[config.mk]
export PLATFORM = sky130hd
export DESIGN_NAME = twm_ram
export DESIGN_NICKNAME = d
export VERILOG_FILES = /design/src/hw/rtl/twm_ram.sv
export SDC_FILE = /design/constraint.sdc
export NUM_CORES = 2
export LEC_CHECK = 0
export BUFFER_PORTS_ARGS = -buffer_cell sky130_fd_sc_hd__buf_4
export CORE_MARGIN = 2
export CORE_UTILIZATION = 62
export CTS_CLUSTER_DIAMETER = 50
export DETAILED_ROUTE_END_ITERATION = 7
export GPL_ROUTABILITY_DRIVEN = 1
export PLACE_DENSITY = 0.78
export SLEW_MARGIN = 25
export SYNTH_ARGS = -nofsm -noshare
export SYNTH_HDL_FRONTEND = slang
export SYNTH_SLANG_ARGS = --single-unit
[constraint.sdc]
create_clock -name clk -period 7.53 [get_ports clk]
set_clock_uncertainty 0.05 [all_clocks]
set_input_delay 0.3765 -clock clk [delete_from_list [all_inputs] [get_ports clk]]
set_output_delay 0.3765 -clock clk [all_outputs]
set_load 0.005 [all_outputs]
[src/hw/rtl/twm_ram.sv]
// Generic single write port RAM with registered read.
`default_nettype none
module twm_ram #(
	parameter int unsigned WIDTH = 32,
	parameter int unsigned DEPTH = 81
) (
	input  wire logic                     clk,
	input  wire logic                     we,
	input  wire logic [$clog2(DEPTH)-1:0] waddr,
	input  wire logic [WIDTH-1:0]         wdata,
	input  wire logic [$clog2(DEPTH)-1:0] raddr,
	output logic      [WIDTH-1:0]         rdata
);
	logic [WIDTH-1:0] mem_q [DEPTH];

	always_ff @(posedge clk) begin
		if (we) begin
			mem_q[waddr] <= wdata;
		end
		rdata <= mem_q[raddr];
	end
endmodule
`default_nettype wire

Yosys cells after proc, flatten, opt, wreduce, memory -nomap -nowiden. Memories as Yosys holds them, arrays and structs flattened. A register that Yosys moved wholly into a read port is not among the register bits. Index checks and enable logic that the tools add are counted.

Register bits after elaboration: 0. RAM bits: 2592. Output and inout bits: 32. Logic and storage cells: 3. Memories kept: 1.

Memory list: mem_q (depth 81, width 32, rd ports 1, clocked after Yosys merged registers in 1, wr ports 1, line 14) `logic [WIDTH-1:0] mem_q [DEPTH];`.

Multiplexer cells: 2.

Operator list (count): two-way mux 1 bit (2).

Logic depth before layout (Yosys ltp).
Depth after elaboration: 2. Gate-level depth with buffers: 10.

Worst setup path after synthesis. Ideal clock, no wire load.

Kind: in2reg. Start: input we. End: memory mem_q[24][0] (enable). Setup time: 0.502 ns. Data arrival time: 4.003 ns. Data required time: 6.978 ns. Path slack: 2.974 ns. Cell stages on the path: 3. Path buffers: 1. Cell sequence: clkbuf_1 -> nand4_1 -> nor4_1.

Cells in the longest elaborated chain, start to end: 2.

Ends and longest elaborated chain: start: declaration (line 8) `input wire logic we,`; two-way mux 1 bit (line 17) `if (we) begin`; two-way mux 1 bit (implied by the code) (line 18) `mem_q[waddr] <= wdata;`; end: declaration (line 14).

Every way passes these cells.

==> flow_summary.toml <==
[pwr]
sw_frac_of_total_pct = 21.1
power.clock.fraction_pct = 42.4
sequential_fraction_of_design_power_pct = 52.9
power_density_nw_per_um2 = 274
power.share.combinational_pct = 4.7
p_leak_nw = 34.9
cell_internal_power_mw = 24.2
total_design_power_mw = 30.6
worst_vdd_drop_uv = 265
power.net_switching_mw = 6.44

[worst_setup_path]
timing.critical_path.to_type = "register"
worst_ep_arrival_time_ns = 4.44
cp_num_cells = 7
cp-start-kind = "input port"
worst_path_cell_chain = "buf_8, buf_12, nand3_1, o221ai_1, a21oi_1, a221oi_1, o21ai_1"
worst-path-buf-inv = 2
worstPathMaxFanout = 106
critical-path-top-delay-family = "compound AO/OA/AOI/OAI gates"
cpPeakStageDelay_ns = 0.94
reg2regPathDepth = 5
required_ns = 8.18
path_class = "input port to register"
worst_path_slowest_cell = "a221oi_1"

[global_routing]
first_global_vias = 49800
antenna_violations_before_repair = 12
grt_first_pass_wirelength_um = 380000
grt_overflow_total = 0
grt_max_degree = 124
gr-usage-all-layers_pct = 34.0

[min_path]
worst_hold_path.num_cells = 1
worst_hold_path_type = "input port to register"

[synthesis]
syn-cell-area_um2 = 99700
synth_edf_count = 2592
synth_sequential_area_ratio_pct = 78.7
netlist_instances = 4246
syn_avg_cell_area_um2 = 23.5
ys_types = 54
postSynth.topFlopCell = "edfxtp_1"
proportion_of_netlist_area_held_by_the_largest_area_contributor_pct = 78.1
post-synth-top-count-cell = "edfxtp_1"
syn_nets = 4294
synth_commonest_cells = "edfxtp_1 (2592), mux4_2 (644), nor2_1 (112)"
postSynthRegisterBits = 2624
ys.warnings.count = 0
netlist_top_cells_area = "edfxtp_1 (78%), mux4_2 (15%), mux2i_1 (1.1%)"
synthDominantAreaCellType = "edfxtp_1"
postSynth.asyncResetShare_pct = 0

[sta]
final-max-slew-violation-count = 0
worst_slew_pin_slew_ns = 1.17
post-route-period-util_pct = 50.5
timing.final.setup_violations = 0
clock.fmax_mhz = 263
slew-limit-headroom_pct = 21.5
layout_min_cycle_time_ns = 3.80
finalHoldViolations = 0
layout_setup_ws_ns = 3.73
setup-tns-final_ns = 0
grt_setup_unrepaired = "false"

[clock_tree]
tritoncts = "done"
cts-resized-gates = 0
clk_latency_ns = 0.92
cts_setup_buffers = 0
cts_inserted_buffers = 276
max-clock-path-buffers = 4
htreeDepth = 5
cts_hold_buffers = 0
cts_sinks = 2624
cts_root_buf = "clkbuf_16"
clk_pin_slew_ns = 0.06

[detailed_routing]
ant_nets = 0
detail_route.iter0.violations = 8821
detailroute.via_count = 50000
drt_drc_violations_left = 0
first_pass_iters = 7
vias_per_cell = 7.35
wl_per_cell_um = 40.2
totalWireLength_um = 274000

[run]
max_cap_violation_count = 0

[place]
port-buffer-count = 79
dp_hpwl_um = 143000
dp_slack_ns = 3.19
dp_cell_count = 6321
gpl.final_weighted_congestion = 0.883
placed_cell_area_um2 = 103000

[final_layout]
layoutNonFillerInstCount = 6804
drive_gt1_share_pct = 28.5
fin_nets = 4566
fillerInstances = 8984
final_cell_area_um2 = 112000
syn_to_final_growth_pct = 12.1

[die]
die_h_um = 405
initial_utilization_pct = 62.3
core_region_um2 = 160000
rows = 147
dieArea_um2 = 164000
floorplan.die.width_um = 405
io_pins = 80

[run_status]
status = "finished, final reports clean"
routing by layer:
| metal | wire, um | GRT usage, % |
|---|---|---|
| met5 | 67 | 0 |
| met4 | 17200 | 17.8 |
| met3 | 40500 | 10.6 |
| met2 | 127000 | 51.0 |
| met1 | 89300 | 45.4 |
worst paths after layout:
path                 startpoint      endpoint  slack [ns]
hold / removal         wdata[4]  mem_q[29][4]        0.03
setup reg to reg  mem_q[59][19]     rdata[19]        4.64
setup / recovery       raddr[2]     rdata[19]        3.73
hold reg to reg   mem_q[80][30]     rdata[30]        0.48
power groups by stage:
stage | clock network (mW) | registers, mW | logic [mW]
global placement | 0 | 16.5 | 1.35
CTS | 13.0 | 16.2 | 1.40
detailed placement | 0 | 16.5 | 1.38
global route | 13.6 | 16.2 | 1.48
floorplan | 0 | 16.5 | 0.760
finish | 13.0 | 16.2 | 1.43
per-stage QoR:
| stage | hold WS [ns] | utilization (%) |
|---|---|---|
| final | 0.0290 | 69.8 |
| after CTS | 0.0226 | 69.8 |
| after floorplan | 0.403 | - |
| after global routing | 0.0534 | 69.8 |
| after detailed placement | 0.456 | 64.5 |
| after global placement | 0.432 | 64.5 |
cell usage in the layout (no fill, tap or decap), types with 54 or more instances in the layout:
| master | Yosys | layout |
|---|---|---|
| buf_4 | 34 | 201 |
| a22oi_1 | 103 | 103 |
| o22ai_1 | 54 | 54 |
| nand2_1 | 65 | 65 |
| edfxtp_1 | 2592 | 2592 |
| mux4_2 | 644 | 644 |
| clkbuf_16 | 0 | 283 |
| mux2i_1 | 106 | 106 |
| nor2_4 | 0 | 73 |
| clkbuf_1 | 66 | 64 |
state kept, by name, indices dropped and copies added, names as in the netlist:
register	count
mem_q	2592
rdata	32
layout make-up:
cell class | instances | area (um^2) | share of cell area, %
clock inverters | 115 | 1000 | 0.898
well taps | 2086 | 2610 | 2.34
clock buffers | 357 | 7460 | 6.68
flip-flops and latches | 2624 | 78500 | 70.2
multi-input cells | 1395 | 20400 | 18.3
diodes | 6 | 15.0 | 0.0134
inverters | 2 | 7.51 | 0.00672
repair buffers | 219 | 1790 | 1.60
cells by family (layout without fill, tap and decap cells):
group	count (synthesis)	count (layout)	synth area share, %
buf+inv	227	693	1.46
compound gates	328	328	2.24
flops	2624	2624	78.7
other cells	0	6	0
mux	778	778	16.2
simple gates	289	289	1.33
Note: power is estimated with default switching activity, not from simulation.
