===== config.mk =====
export PLATFORM = sky130hd
export DESIGN_NAME = twm_divider
export DESIGN_NICKNAME = d
export VERILOG_FILES = /design/src/hw/rtl/twm_pkg.sv /design/src/hw/rtl/twm_div_cell.sv /design/src/hw/rtl/twm_divider.sv
export SDC_FILE = /design/constraint.sdc
export NUM_CORES = 2
export LEC_CHECK = 0
export BUFFER_PORTS_ARGS = -buffer_cell sky130_fd_sc_hd__clkbuf_2
export CORE_MARGIN = 3
export CORE_UTILIZATION = 63
export CTS_CLUSTER_SIZE = 20
export DETAILED_ROUTE_END_ITERATION = 12
export GPL_TIMING_DRIVEN = 0
export PLACE_DENSITY = 0.8
export SYNTH_ARGS = -nofsm -noshare
export SYNTH_HDL_FRONTEND = slang
export SYNTH_SLANG_ARGS = --single-unit
export TNS_END_PERCENT = 30

===== constraint.sdc =====
create_clock -name clk -period 4.3 [get_ports clk]
set_clock_uncertainty 0.1 [all_clocks]
set_input_delay 0 -clock clk [delete_from_list [all_inputs] [get_ports clk]]
set_output_delay 0 -clock clk [all_outputs]
set_load 0.02 [all_outputs]

===== src/hw/rtl/twm_pkg.sv =====
// Shared types, widths and codes of the mesh point warp.
`default_nettype none
package twm_pkg;

	localparam int unsigned DEF_MAX_COLS = 8;
	localparam int unsigned DEF_MAX_ROWS = 8;

	localparam int unsigned COORD_W = 16;              // Q12.4 coordinate
	localparam int unsigned POINT_W = 2 * COORD_W;     // y in upper half, x in lower
	localparam int unsigned AREA_W  = 2 * (COORD_W + 1) + 1; // signed doubled area
	localparam int unsigned MAG_W   = AREA_W - 1;      // area magnitude
	localparam int unsigned NUM_W   = COORD_W + MAG_W; // weighted sum
	localparam int unsigned QUO_W   = COORD_W;         // Q12.4 quotient
	localparam int unsigned FRAC_W  = 4;
	localparam int unsigned OUT_W   = QUO_W - FRAC_W;
	localparam int unsigned IDX_W   = 7;
	localparam int unsigned CFG_W   = 4;
	localparam int unsigned CFG_IDX_W = 2;

	localparam logic [1:0] CMD_LOAD_REF = 2'd0;
	localparam logic [1:0] CMD_LOAD_TGT = 2'd1;
	localparam logic [1:0] CMD_MAP      = 2'd2;
	localparam logic [1:0] CMD_NOP      = 2'd3;

	localparam logic [CFG_IDX_W-1:0] REG_GRID_COLS = 2'd0;
	localparam logic [CFG_IDX_W-1:0] REG_GRID_ROWS = 2'd1;

	// one stage of the quotient chain
	typedef struct packed {
		logic              valid;
		logic              axis;
		logic [NUM_W-1:0]  rem;
		logic [MAG_W-1:0]  den;
		logic [QUO_W-1:0]  quo;
	} div_stage_t;

endpackage
`default_nettype wire


===== src/hw/rtl/twm_div_cell.sv =====
// One cell of the quotient chain: resolves a single quotient bit.
`default_nettype none
module twm_div_cell #(
	parameter int unsigned BIT = 0
) (
	input  wire logic                clk,
	input  wire logic                arst_n,
	input  wire twm_pkg::div_stage_t din,
	output twm_pkg::div_stage_t      dout
);
	import twm_pkg::*;

	logic [NUM_W:0] shifted;
	logic [NUM_W:0] diff;
	logic           ge;

	assign shifted = (NUM_W + 1)'(din.den) << BIT;
	assign diff    = {1'b0, din.rem} - shifted;
	assign ge      = !diff[NUM_W];

	always_ff @(posedge clk or negedge arst_n) begin
		if (!arst_n) begin
			dout <= '0;
		end else begin
			dout.valid <= din.valid;
			dout.axis  <= din.axis;
			dout.den   <= din.den;
			dout.rem   <= ge ? diff[NUM_W-1:0] : din.rem;
			dout.quo   <= din.quo | (ge ? (QUO_W'(1) << BIT) : '0);
		end
	end
endmodule
`default_nettype wire


===== src/hw/rtl/twm_divider.sv =====
// Pipelined restoring divider built as a chain of one-bit cells.
`default_nettype none
module twm_divider (
	input  wire logic                clk,
	input  wire logic                arst_n,
	input  wire twm_pkg::div_stage_t din,
	output twm_pkg::div_stage_t      dout
);
	import twm_pkg::*;

	div_stage_t st [QUO_W+1];

	assign st[0] = din;

	for (genvar i = 0; i < QUO_W; i++) begin : g_cell
		twm_div_cell #(.BIT(QUO_W - 1 - i)) u_cell (
			.clk    (clk),
			.arst_n (arst_n),
			.din    (st[i]),
			.dout   (st[i+1])
		);
	end

	assign dout = st[QUO_W];
endmodule
`default_nettype wire


## Yosys cells after proc, flatten, opt, wreduce, memory -nomap -nowiden

Index checks and enable logic that the tools add are counted.

- Input port bits: 104
- Memories kept: 0
- Word-level logic and storage cells: 144
- Bits in registers: 1632
- Bits in read-only memories: 0
- Bits in latches: 0
- RAM bits: 0
- Output and inout port bits: 102

- Reductions and logical operators: 0
- $add $sub $neg: 16
- Mux-type cells: 32
- Bitwise gates (word level): 16
- Divide/modulo/power cells: 0
- Shift-type cells: 0
- Multiply operators: 0
- $lt $le $gt $ge: 0
- Eq/ne operators: 0

Operators by type and width:

| operator | number |
|---|---|
| 50-bit 2-to-1 mux | 16 |
| 16-bit OR | 16 |
| 50-bit by 34-bit subtractor with 51-bit output | 1 |
| 50-bit by 35-bit subtractor with 51-bit output | 1 |
| 50-bit by 36-bit subtractor with 51-bit output | 1 |
| 50-bit by 37-bit subtractor with 51-bit output | 1 |
| 50-bit by 38-bit subtractor with 51-bit output | 1 |
| 50-bit by 39-bit subtractor with 51-bit output | 1 |
| 50-bit by 40-bit subtractor with 51-bit output | 1 |
| 50-bit by 41-bit subtractor with 51-bit output | 1 |
| 50-bit by 42-bit subtractor with 51-bit output | 1 |
| 50-bit by 43-bit subtractor with 51-bit output | 1 |
| 50-bit by 44-bit subtractor with 51-bit output | 1 |
| 50-bit by 45-bit subtractor with 51-bit output | 1 |
| 50-bit by 46-bit subtractor with 51-bit output | 1 |
| 50-bit by 47-bit subtractor with 51-bit output | 1 |
| 50-bit by 48-bit subtractor with 51-bit output | 1 |
| 50-bit by 49-bit subtractor with 51-bit output | 1 |
| 16-bit 2-to-1 mux | 1 |
| 15-bit 2-to-1 mux | 1 |
| 14-bit 2-to-1 mux | 1 |
| 13-bit 2-to-1 mux | 1 |
| 12-bit 2-to-1 mux | 1 |
| 11-bit 2-to-1 mux | 1 |
| 10 further kinds | 10 |

## Logic depth before layout (Yosys ltp)

- Depth in word-level cells: 3
- Mapped depth: 16
- Mapped depth without buffers: 15

## By module

From an unflattened synthesis, not the netlist that was laid out.

- Cells, all modules: 8247
- Area total of the unflattened synthesis: 83261.1 um^2

Modules (own cells, without submodules):

| module | sequential area each (um^2) | instances | cells an instance | area each (um^2) |
|---|---|---|---|---|
| twm_div_cell at g_cell[15].u_cell | 2552.4 | 1 | 577 | 5545.3 |
| twm_div_cell at g_cell[14].u_cell | 2552.4 | 1 | 546 | 5429.0 |
| twm_div_cell at g_cell[11].u_cell | 2552.4 | 1 | 549 | 5318.9 |
| twm_div_cell at g_cell[13].u_cell | 2552.4 | 1 | 554 | 5306.3 |
| twm_div_cell at g_cell[7].u_cell | 2552.4 | 1 | 510 | 5243.8 |
| twm_div_cell at g_cell[12].u_cell | 2552.4 | 1 | 501 | 5231.3 |
| twm_div_cell at g_cell[9].u_cell | 2552.4 | 1 | 534 | 5207.5 |
| twm_div_cell at g_cell[4].u_cell | 2552.4 | 1 | 519 | 5190.0 |
| twm_div_cell at g_cell[10].u_cell | 2552.4 | 1 | 524 | 5183.7 |
| twm_div_cell at g_cell[3].u_cell | 2552.4 | 1 | 493 | 5183.7 |
| twm_div_cell at g_cell[5].u_cell | 2552.4 | 1 | 515 | 5177.5 |
| twm_div_cell at g_cell[6].u_cell | 2552.4 | 1 | 514 | 5166.2 |
| twm_div_cell at g_cell[8].u_cell | 2552.4 | 1 | 494 | 5146.2 |
| twm_div_cell at g_cell[0].u_cell | 2552.4 | 1 | 472 | 5019.8 |
| 2 more rows | - | - | - | - |

## Worst setup path before layout

Ideal clock, no wire load.

- Kind: register to register
- Start: register g_cell[10].u_cell.dout[16] in the netlist's numbering
- End: register g_cell[11].u_cell.dout[98] in the netlist's numbering
- Data required time: 4121 ps
- Data arrival time: 3541 ps
- Cell stages (with the launch flop): 15
- Path buffers: 1
- Setup time: 79 ps
- Period minus slack after synthesis: 3720 ps
- Path slack: 580 ps
- Cell sequence: dfrtp_1 ha_1 fa_1 nor2b_1 o31a_2 o211ai_1 a21oi_1 a41oi_1 o31ai_1 nand3_1 o2111a_1 buf_2 a2111o_1 nor4_2 xor2_1

- Word-level cells in the longest chain between the ends: 2

RTL lines:

| element | line | source |
|---|---|---|
| from (decl) | twm_div_cell.sv:9 | `output twm_pkg::div_stage_t dout` |
| 50-bit by 38-bit subtractor with 51-bit output | twm_div_cell.sv:18 | `assign diff = {1'b0, din.rem} - shifted;` |
| 50-bit 2-to-1 mux | twm_div_cell.sv:28 | `dout.rem <= ge ? diff[NUM_W-1:0] : din.rem;` |
| to (decl) | twm_div_cell.sv:9 |  |

No other way between the ends.

## Worst setup path after layout

- Start: register g_cell[13].u_cell.dout[17] in the netlist's numbering
- End: register g_cell[14].u_cell.dout[91] in the netlist's numbering

- Word-level cells in the longest chain between the ends: 2

RTL lines:

| element | line |
|---|---|
| from (decl) | twm_div_cell.sv:9 |
| 50-bit by 35-bit subtractor with 51-bit output | twm_div_cell.sv:18 |
| 50-bit 2-to-1 mux | twm_div_cell.sv:28 |
| to (decl) | twm_div_cell.sv:9 |

No other way between the ends.

==> out/metrics.cfg <==
[min_path]
min_path_type=register to register
hold_depth=0
hp-start=g_cell[13].u_cell.dout[13]$_DFF_PN0_
hold-path-endpoint=g_cell[14].u_cell.dout[13]$_DFF_PN0_

[synth]
synthFlopType=dfrtp_1
syn_avg_cell_area_um2=10.39
syn_inst=7608
ys_async_sr_fraction=1.000
synth.cell_area_um2=79020
synth_top_area_share=0.5168
synth_fp_nets=8272
synth_common_cells=dfrtp_1 (1632), inv_1 (690), a21oi_1 (678), nand2_1 (560), ha_1 (544)
synthDistinctLibCells=88
yosys_warnings=0
yosysTopAreaCell=dfrtp_1
synth_edf_count=0
yosys-top-cells-area=dfrtp_1 (52%), ha_1 (8.6%), a21oi_1 (4.3%)
ys_ff_latch=1632
seq_area_frac_synth=0.5168
synth.most_common_cell=dfrtp_1

[layout]
fin_nets=8910
area_delta_synth_final_pct=15.73
largest_reg_flops=1632
final_cell_area_um2=91450
drive_above_1_share=0.1063
final_cells=10040
reg.largest.list=g_cell.u_cell.dout (1632)
top_register=g_cell.u_cell.dout

[drt]
drc=0
antenna_left=0
first_iter_violations=4204
dr.pass1.iters=6
wl_per_cell_um=20.98
post_drt_via_cell_ratio=5.988
route.vias.total=60130
wl_um=210700

[die]
die_x_um=360.2
die_y_um=360.2
io_pins=206
die_area_um2=129700
start_util=0.6366
rows=129
core_area_um2=124100

[clock_network]
htree_num_levels=4
root_buffer=clkbuf_16
cts_made_buffers=168
insertion_delay_ns=0.79
clkSinkCount=1632
cts_buffer_depth=3
clk_pin_slew_ns=0.06
cts_tree=built

[status]
violations=negative setup slack
status=complete, but fails checks

[pwr]
powerDensity_nw_per_um2=731.4
leakagePower_nw=42.82
max-vdd-ir-drop_v=0.0005064

[sta]
hold_viol=0
min_period_ns=4.438
maxSlewHeadroom=0.1168
finalSetupViolCount=6
period_share=1.032
tns_ns=-0.3029
setup_slack_ns=-0.1382
grt_setup_unrepaired=true
max_clock_freq_ghz=0.2253
worst_pin_slew_ns=1.291
drv_slew=0

[critical_path]
cp-start-kind=register
cp.arrival_ns=5.03
rrSetupSlack_ns=-0.14
critPathKind=register to register
worstRegToRegCells=13
cp.required_ns=4.89
r2r-end=g_cell[14].u_cell.dout[91]$_DFF_PN0_
regToRegStartpoint=g_cell[13].u_cell.dout[17]$_DFF_PN0_
cp_max_fo=9
end_kind=register

[global_route]
grt_max_degree=127
grt_pass1_wl_um=332000
grtUsageTotal=0.3221
overflow=0
antenna_found_initial=6
grt_pass1_vias=64760

[placed_design]
place_area_um2=82550
place_congestion=0.9750
place_hpwl_um=148200
dpl.cell_count=9467
port_buffers=205
place_ws_ns=-1.707

[run]
cap_viol_max_count=0

worst max-delay path by stage:
stage | start | to | slack, ns | cells past startpoint
final | g_cell[13].u_cell.dout[17]$_DFF_PN0_ | g_cell[14].u_cell.dout[91]$_DFF_PN0_ | -0.14 | 13
after CTS | g_cell[9].u_cell.dout[24]$_DFF_PN0_ | g_cell[10].u_cell.dout[94]$_DFF_PN0_ | -0.15 | 13
after global routing | g_cell[13].u_cell.dout[17]$_DFF_PN0_ | g_cell[14].u_cell.dout[91]$_DFF_PN0_ | -0.26 | 13
after global placement | arst_n | g_cell[0].u_cell.dout[44]$_DFF_PN0_ | -33.18 | 1
after floorplan | g_cell[10].u_cell.dout[16]$_DFF_PN0_ | g_cell[11].u_cell.dout[98]$_DFF_PN0_ | 0.58 | 14
after detailed placement | g_cell[14].u_cell.dout[16]$_DFF_PN0_ | g_cell[15].u_cell.dout[76]$_DFF_PN0_ | -1.71 | 13
critical path, stage by stage (launching register included):
cell and delay (ns):
dfrtp_1 0.39, inv_1 0.11, ha_1 0.30, nor2b_1 0.14, o21ai_0 0.14, a21o_1 0.25
a31oi_1 0.44, a31o_2 0.34, o31ai_1 0.15, a22oi_2 0.86, nand2_1 0.28, or4_1 0.55
nor2_1 0.13, xor2_1 0.16
stage by stage:
stage	utilization	hold slack (ns)	power [mW]
final	0.7368	0.2307	66.89
after global routing	0.7368	0.2354	71.10
after CTS	0.7319	0.08995	65.98
after detailed placement	0.6651	0.009657	50.36
after global placement	0.6614	0.007722	49.50
after floorplan	-	-0.3956	43.17
cell families (layout without fill, tap and decap cells):
| group | after synthesis | in the layout | synth area share |
|---|---|---|---|
| AOI/OAI and AO/OA | 2031 | 2031 | 0.1605 |
| and+or+nand+nor | 1783 | 1783 | 0.1067 |
| DFF | 1632 | 1632 | 0.5168 |
| buffers and inverters | 886 | 1658 | 0.04261 |
| xor gates and xnor gates | 594 | 594 | 0.06584 |
| adders and majority gates | 560 | 560 | 0.09019 |
| muxes | 122 | 122 | 0.01739 |
| other | 0 | 26 | 0 |
layer usage:
metal	GRT usage	vias to the layer above	share of wire
li1	-	27690	-
met1	0.2966	29240	0.32
met2	0.6279	2270	0.55
met3	0.03880	934	0.036
met4	0.2607	0	0.093
met5	0	-	0
report_power, final:
group / switching, mW / leakage (nW) / internal [mW]
sequential: 2.58 / 18.6 / 19.3
clock: 6.11 / 2.75 / 8.52
combinational: 17.6 / 21.4 / 12.8
repair_timing:
| action | CTS | global route |
|---|---|---|
| pin swaps | 20 | 30 |
| gates cloned | 0 | 0 |
| gates resized for setup | 140 | 93 |
| hold buffers | 208 | 0 |
| setup endpoints to repair | 544 | 411 |
| endpoints found under the hold margin | 538 | 0 |
| setup buffers | 16 | 26 |
cell type report:
type	count	area, µm²
flip-flops and latches	1632	40840
multi-input cells	5090	35500
fillers	8083	32670
clock buffers	250	4936
repair buffers	472	3910
inverters	690	2590
well taps	1637	2048
plain buffers	192	892.1
clock inverters	54	661.9
diodes	26	65.06
cells in the final DEF, fill, tap and decap left out, drive strengths merged, types with 37 or more instances in the layout:
cell type and instances:
clkbuf 616, or3 37, mux2 119, a21oi 679, o21ai 488, nor3 99, a31oi 48, o31ai 48
nor2 492, nand2b 89, nor4 41, nor2b 66, dfrtp 1632, a211oi 43, and3 54, o21bai 80
nand2 560, nand3 125, xnor2 340, dlygate4sd3 207, o21a 78, xor2 254, nand4 74, buf 91
ha 544, inv 696, o211ai 37, a21o 307
No activity file was read; power rests on OpenSTA's default activity.
